--- config.mk ---
export PLATFORM = sky130hd
export DESIGN_NAME = smv_ctrl
export DESIGN_NICKNAME = d
export VERILOG_FILES = /design/src/smv_pkg.sv /design/src/smv_ctrl.sv
export SDC_FILE = /design/constraint.sdc
export NUM_CORES = 1
export LEC_CHECK = 0
export BUFFER_PORTS_ARGS = -buffer_cell sky130_fd_sc_hd__buf_2
export CORE_MARGIN = 5
export CORE_UTILIZATION = 30
export DETAILED_ROUTE_END_ITERATION = 10
export GPL_TIMING_DRIVEN = 0
export SLEW_MARGIN = 20
export SYNTH_ARGS = -nofsm -noshare
export SYNTH_HDL_FRONTEND = slang
export SYNTH_SLANG_ARGS = --single-unit
--- constraint.sdc ---
create_clock -name clk -period 1.9 [get_ports clk]
set_clock_uncertainty 0.15 [all_clocks]
set_input_delay 0.19 -clock clk [delete_from_list [all_inputs] [get_ports clk]]
set_output_delay 0.19 -clock clk [all_outputs]
set_load 0.02 [all_outputs]
--- src/smv_pkg.sv ---
// ----------------------------------------------------------------------------
// smv_pkg: shared types and constants
// Sizes, opcodes, register map, controller states and command/status groups
// for the sparse matrix-vector multiply unit.
// ----------------------------------------------------------------------------
`default_nettype none

package smv_pkg;

    localparam int VecDepth = 64;
    localparam int NnzDepth = 1024;
    localparam int PtrDepth = VecDepth + 1;
    localparam int VecAw    = $clog2(VecDepth);
    localparam int NnzAw    = $clog2(NnzDepth);
    localparam int PtrAw    = $clog2(PtrDepth);
    localparam int CntW     = $clog2(VecDepth + 1);
    localparam int PosW     = 11;
    localparam int DataW    = 32;
    localparam int IdxW     = 6;
    localparam int LenW     = 7;

    typedef enum logic [1:0] {
        OP_VEC  = 2'd0,
        OP_PTR  = 2'd1,
        OP_NZ   = 2'd2,
        OP_RUN  = 2'd3
    } opcode_t;

    typedef enum logic [1:0] {
        REG_MODE    = 2'd0,
        REG_SEGS    = 2'd1,
        REG_OUTLEN  = 2'd2
    } reg_index_t;

    typedef enum logic [3:0] {
        ST_IDLE,
        ST_PTR0,
        ST_LO_WAIT,
        ST_SEG_RD,
        ST_SEG_WAIT,
        ST_NZ_CHECK,
        ST_VEC_RD,
        ST_MUL,
        ST_ACC,
        ST_OUT_RD,
        ST_OUT_LD
    } state_t;

    typedef struct packed {
        logic load_we;
        logic acc_clr;
        logic ptr_rd_first;
        logic ptr_rd_next;
        logic lo_load;
        logic hi_load;
        logic seg_adv;
        logic nz_rd;
        logic vec_rd;
        logic mul;
        logic acc_wr;
        logic out_rd;
        logic out_load;
    } cmd_t;

    typedef struct packed {
        logic k_lt_hi;
        logic seg_last;
        logic segs_zero;
        logic i_done;
        logic out_free;
    } status_t;

endpackage

`default_nettype wire

--- src/smv_ctrl.sv ---
// ----------------------------------------------------------------------------
// smv_ctrl: run sequencer
// Walks segments, nonzeros and output elements, issuing datapath commands.
// ----------------------------------------------------------------------------
`default_nettype none

module smv_ctrl
    import smv_pkg::*;
(
    input  wire logic       clk,
    input  wire logic       rst_n,
    input  wire logic       in_valid,
    input  wire opcode_t    in_op,
    input  wire status_t    status,
    output logic            in_ready,
    output cmd_t            cmd
);

    state_t state_reg;
    state_t state_next;

    always_ff @(posedge clk or negedge rst_n)
    begin
        if (!rst_n)
        begin
            state_reg <= ST_IDLE;
        end
        else
        begin
            state_reg <= state_next;
        end
    end

    always_comb
    begin
        state_next = state_reg;
        cmd        = '0;
        in_ready   = 1'b0;
        unique case (state_reg)
            ST_IDLE:
            begin
                in_ready = 1'b1;
                if (in_valid)
                begin
                    if (in_op == OP_RUN)
                    begin
                        cmd.acc_clr = 1'b1;
                        state_next  = status.segs_zero ? ST_OUT_RD : ST_PTR0;
                    end
                    else
                    begin
                        cmd.load_we = 1'b1;
                    end
                end
            end
            ST_PTR0:
            begin
                cmd.ptr_rd_first = 1'b1;
                state_next       = ST_LO_WAIT;
            end
            ST_LO_WAIT:
            begin
                cmd.lo_load = 1'b1;
                state_next  = ST_SEG_RD;
            end
            ST_SEG_RD:
            begin
                cmd.ptr_rd_next = 1'b1;
                state_next      = ST_SEG_WAIT;
            end
            ST_SEG_WAIT:
            begin
                cmd.hi_load = 1'b1;
                state_next  = ST_NZ_CHECK;
            end
            ST_NZ_CHECK:
            begin
                if (status.k_lt_hi)
                begin
                    cmd.nz_rd  = 1'b1;
                    state_next = ST_VEC_RD;
                end
                else
                begin
                    cmd.seg_adv = 1'b1;
                    state_next  = status.seg_last ? ST_OUT_RD : ST_SEG_RD;
                end
            end
            ST_VEC_RD:
            begin
                cmd.vec_rd = 1'b1;
                state_next = ST_MUL;
            end
            ST_MUL:
            begin
                cmd.mul    = 1'b1;
                state_next = ST_ACC;
            end
            ST_ACC:
            begin
                cmd.acc_wr = 1'b1;
                state_next = ST_NZ_CHECK;
            end
            ST_OUT_RD:
            begin
                if (status.i_done)
                begin
                    state_next = ST_IDLE;
                end
                else if (status.out_free)
                begin
                    cmd.out_rd = 1'b1;
                    state_next = ST_OUT_LD;
                end
            end
            ST_OUT_LD:
            begin
                cmd.out_load = 1'b1;
                state_next   = ST_OUT_RD;
            end
            default:
            begin
                state_next = ST_IDLE;
            end
        endcase
    end

`ifndef ASSERT_OFF
    a_ready_idle: assert property (@(posedge clk) disable iff (!rst_n)
        in_ready |-> (state_reg == ST_IDLE))
        else $error("ready outside idle");
    a_out_after_rd: assert property (@(posedge clk) disable iff (!rst_n)
        cmd.out_load |-> $past(cmd.out_rd))
        else $error("output load without read");
    a_acc_after_mul: assert property (@(posedge clk) disable iff (!rst_n)
        cmd.acc_wr |-> $past(cmd.mul))
        else $error("accumulate without product");
`endif

endmodule

`default_nettype wire

Yosys cells after proc, flatten, opt, wreduce, memory -nomap -nowiden
Cells that the tools add are included.
- eq/ne operators: 14
- muxes and demuxes: 27
- reductions and logical operators: 3
- operators by type and width (cell ; number):
    $pmux W4 S10 ; 1
    $mux W4 ; 7
    $eq A4 B3 Y1 const B ; 4
    $mux W1 ; 16
    $eq A4 B4 Y1 const B ; 3
    $eq A4 B2 Y1 const B ; 2
    $mux W2 ; 3
    $eq A4 B1 Y1 const B ; 1
    $logic_not A4 Y1 ; 1
    $ne A2 B2 Y1 const B ; 2
    $ne A3 B3 Y1 const B ; 1
    $reduce_and A3 Y1 ; 1
    $eq A2 B2 Y1 const B ; 1
    $reduce_or A2 Y1 ; 1
- register bits after elaboration: 4
- logic and storage cells: 45

Longest topological paths before layout
- word-level depth: 4
- depth in mapped cells: 4
- depth with buffers taken out: 3

Worst setup path before layout
OpenSTA, ideal clock, no wires.
- path type: register -> output
- from: reg state_reg[1]
- to: out cmd[12] (netlist name)
- arrival: 1.442 ns
- data required time: 1.560 ns
- path slack: 0.118 ns
- cell stages (with the launch flop): 5
- path buffers: 1
- cell sequence: dfrtp_1 -> buf_2 -> nor4_4 -> nand2_1 -> a21oi_1
- RTL lines (element ; line ; source):
    start, declared ; smv_ctrl.sv:19 ; state_t state_reg;
    start signal, assigned ; smv_ctrl.sv:30 ; state_reg <= state_next;
    end, declared ; smv_ctrl.sv:16 ; output cmd_t cmd

==> impl_metrics.ini <==
[outcome]
status = completed

[global_route]
grt-ovfl-total = 0
grt_usage_pct = 10.9
grt_max_degree = 11
grt_pass1_wl_um = 1710
antenna_found_initial = 0
grt_pass1_vias = 413

[layout]
final-seq-area_sq_um = 101
diodes = 0
fill_cells = 149
syn2layout_area_growth_pct = 43.4
multi_input_area_sq_um = 285
fin_area_sq_um = 596
layout-drive-gt1-share_pct = 43.2
largest_register_ffs = 4
nets = 93

[floorplanning]
fp.dieH_um = 47.2
die_area_sq_mm = 0.00223
core_area_sq_mm = 0.00130
row_count = 13
initial_utilization_pct = 31.9
ios = 24
die-width_um = 47.2

[sta]
fmaxAchievable_mhz = 559
finalHoldViolCount = 0
setup-tns-final_ns = 0
rsz0062_at_grt = no
worst_slack_ns = 0.111
worst_slew_pin_slew_ns = 0.373
period_minus_slack_ns = 1.79
relSlewSlack_pct = 74.9
finalSetupViolCount = 0
slew_viol_final = 0
fin_hold_ws_ns = 0.0980
final.period_utilization_pct = 94.2

[drt]
routed_via_density = 4.98
routed_wl_um = 1170
post_drt_wl_per_cell_um = 12.2
drtAntennaViolNets = 0
drc = 0
drt-initial-drc-count = 8
dr.pass1.iters = 4
vias = 478

[synthesis]
ys_ff_latch = 4
syn_inst = 54
yosysMostFrequentCell = nor3_1
synth.yosys.warnings = 0
synth_area_leader_cell = dfrtp_1
avgSynthCellArea_sq_um = 7.69
ys_top_cells_by_area = dfrtp_1 24%, nor3_1 8.4%, nor4_4 5.1%
synth_cell_type_count = 28
ys.flop_type = dfrtp_1
synthTopCellsByCount = 7 x nor3_1, 4 x dfrtp_1, 4 x inv_1, 4 x nor2_1
yosysSeqAreaShare_pct = 24.1
synth_edf_count = 0
async_flop_share_pct = 100
syn_nets = 64
synth_area_sq_um = 415
yosysTopAreaCellShare_pct = 24.1

[power_and_ir_drop]
vdd_drop_max_v = 0.000756
power.density_mw_per_mm2 = 1510
p_leak_uw = 0.000314

[cts]
numCtsBuffers = 3
cts-root-buf = clkbuf_4
cts_tree = done
clk_latency_ns = 0.23
clockBufferDepth = 2
cts.htree.levels = 1
cts.clk_slew.worst_paths_ns = 0.03
clock_sinks = 4

[critical_path]
crit_fanout = 10
startpoint_type = flop
critPathArrivalTime_ns = 1.45
critPathRequiredTime_ns = 1.56
setup.worst_path.end_class = output pin
crit_type = reg -> out

[job]
maxCapViolCount = 0

[placement]
gp_congestion = 0.848
portBuffers = 23
dp_hpwl_um = 887
place_ws_ns = 0.307
dpl_cell_area_sq_um = 549

[worst_hold_path]
hold_path_class = in -> reg
repair_timing:
item	CTS	global route
hold buffers	1	0
resized for setup	0	4
hold endpoints to repair	4	0
setup buffers	0	0
endpoints found under the setup margin	0	4
worst max-delay path, stage by stage (launching register included):
cell,delay (ns)
dfrtp_1,0.41
clkbuf_4,0.21
nand2b_4,0.16
or2_1,0.23
inv_1,0.05
buf_2,0.15
where the power goes:
| part | switching (uW) | internal [uW] |
|---|---|---|
| combinational | 378 | 255 |
| clock | 33.3 | 70.6 |
| sequential | 37.3 | 126 |
| total | 449 | 452 |
worst paths after layout:
path	from	to	slack [ns]	cells after the start
worst max-delay path	state_reg[0]	cmd[0]	0.11	5
worst min register to register	state_reg[1]	state_reg[0]	0.51	3
worst min-delay path	status[0]	state_reg[0]	0.1	3
max in group asynchronous	rst_n	state_reg[2]	1.31	2
min in group asynchronous	rst_n	state_reg[1]	0.16	2
worst max register to register	state_reg[2]	state_reg[0]	0.52	3
per-layer routing:
layer	share of wire, %	GRT usage, %	wire [um]	vias up
met4	1.5	4.97	17	0
met1	48	14.7	564	210
met5	0	0	0	-
met2	45	14.9	523	17
met3	5.5	4.60	64	2
li1	-	-	-	249
kinds of logic after synthesis:
group | after synthesis | synth area share, %
AO/OA/AOI/OAI | 13 | 21.7
buffers and inverters | 8 | 9.03
flip-flops | 4 | 24.1
AND/OR/NAND/NOR | 29 | 45.2
cell type report:
type | instances | area share [%]
multi-input cells | 42 | 47.9
repair buffers | 24 | 21.0
flip-flops and latches | 4 | 17.0
plain buffers | 4 | 4.62
clock buffers | 3 | 3.78
well taps | 15 | 3.15
inverters | 4 | 2.52
layout by cell type, fill, tap and decap left out, drive strengths merged:
master       count
buf             25
nor3             7
clkbuf           5
nor2             4
inv              4
o21ai            4
dfrtp            4
nand2b           4
nand2            3
a21oi            2
o2bb2ai          2
and3b            2
nor4             2
or2              1
nand3            1
or3b             1
a22o             1
or4              1
nand3b           1
o21a             1
a21o             1
nor3b            1
nor2b            1
o2111ai          1
a31oi            1
dlygate4sd3      1
metrics by stage:
stage / std cells / power (uW) / utilization, %
global route: 96 / 979 / 45.8
finish: 96 / 901 / 45.8
global placement: 92 / 769 / 42.2
detailed placement: 92 / 767 / 42.2
CTS: 96 / 880 / 44.7
floorplan: 54 / 610 / -
Power figures use the tool's default switching activity.
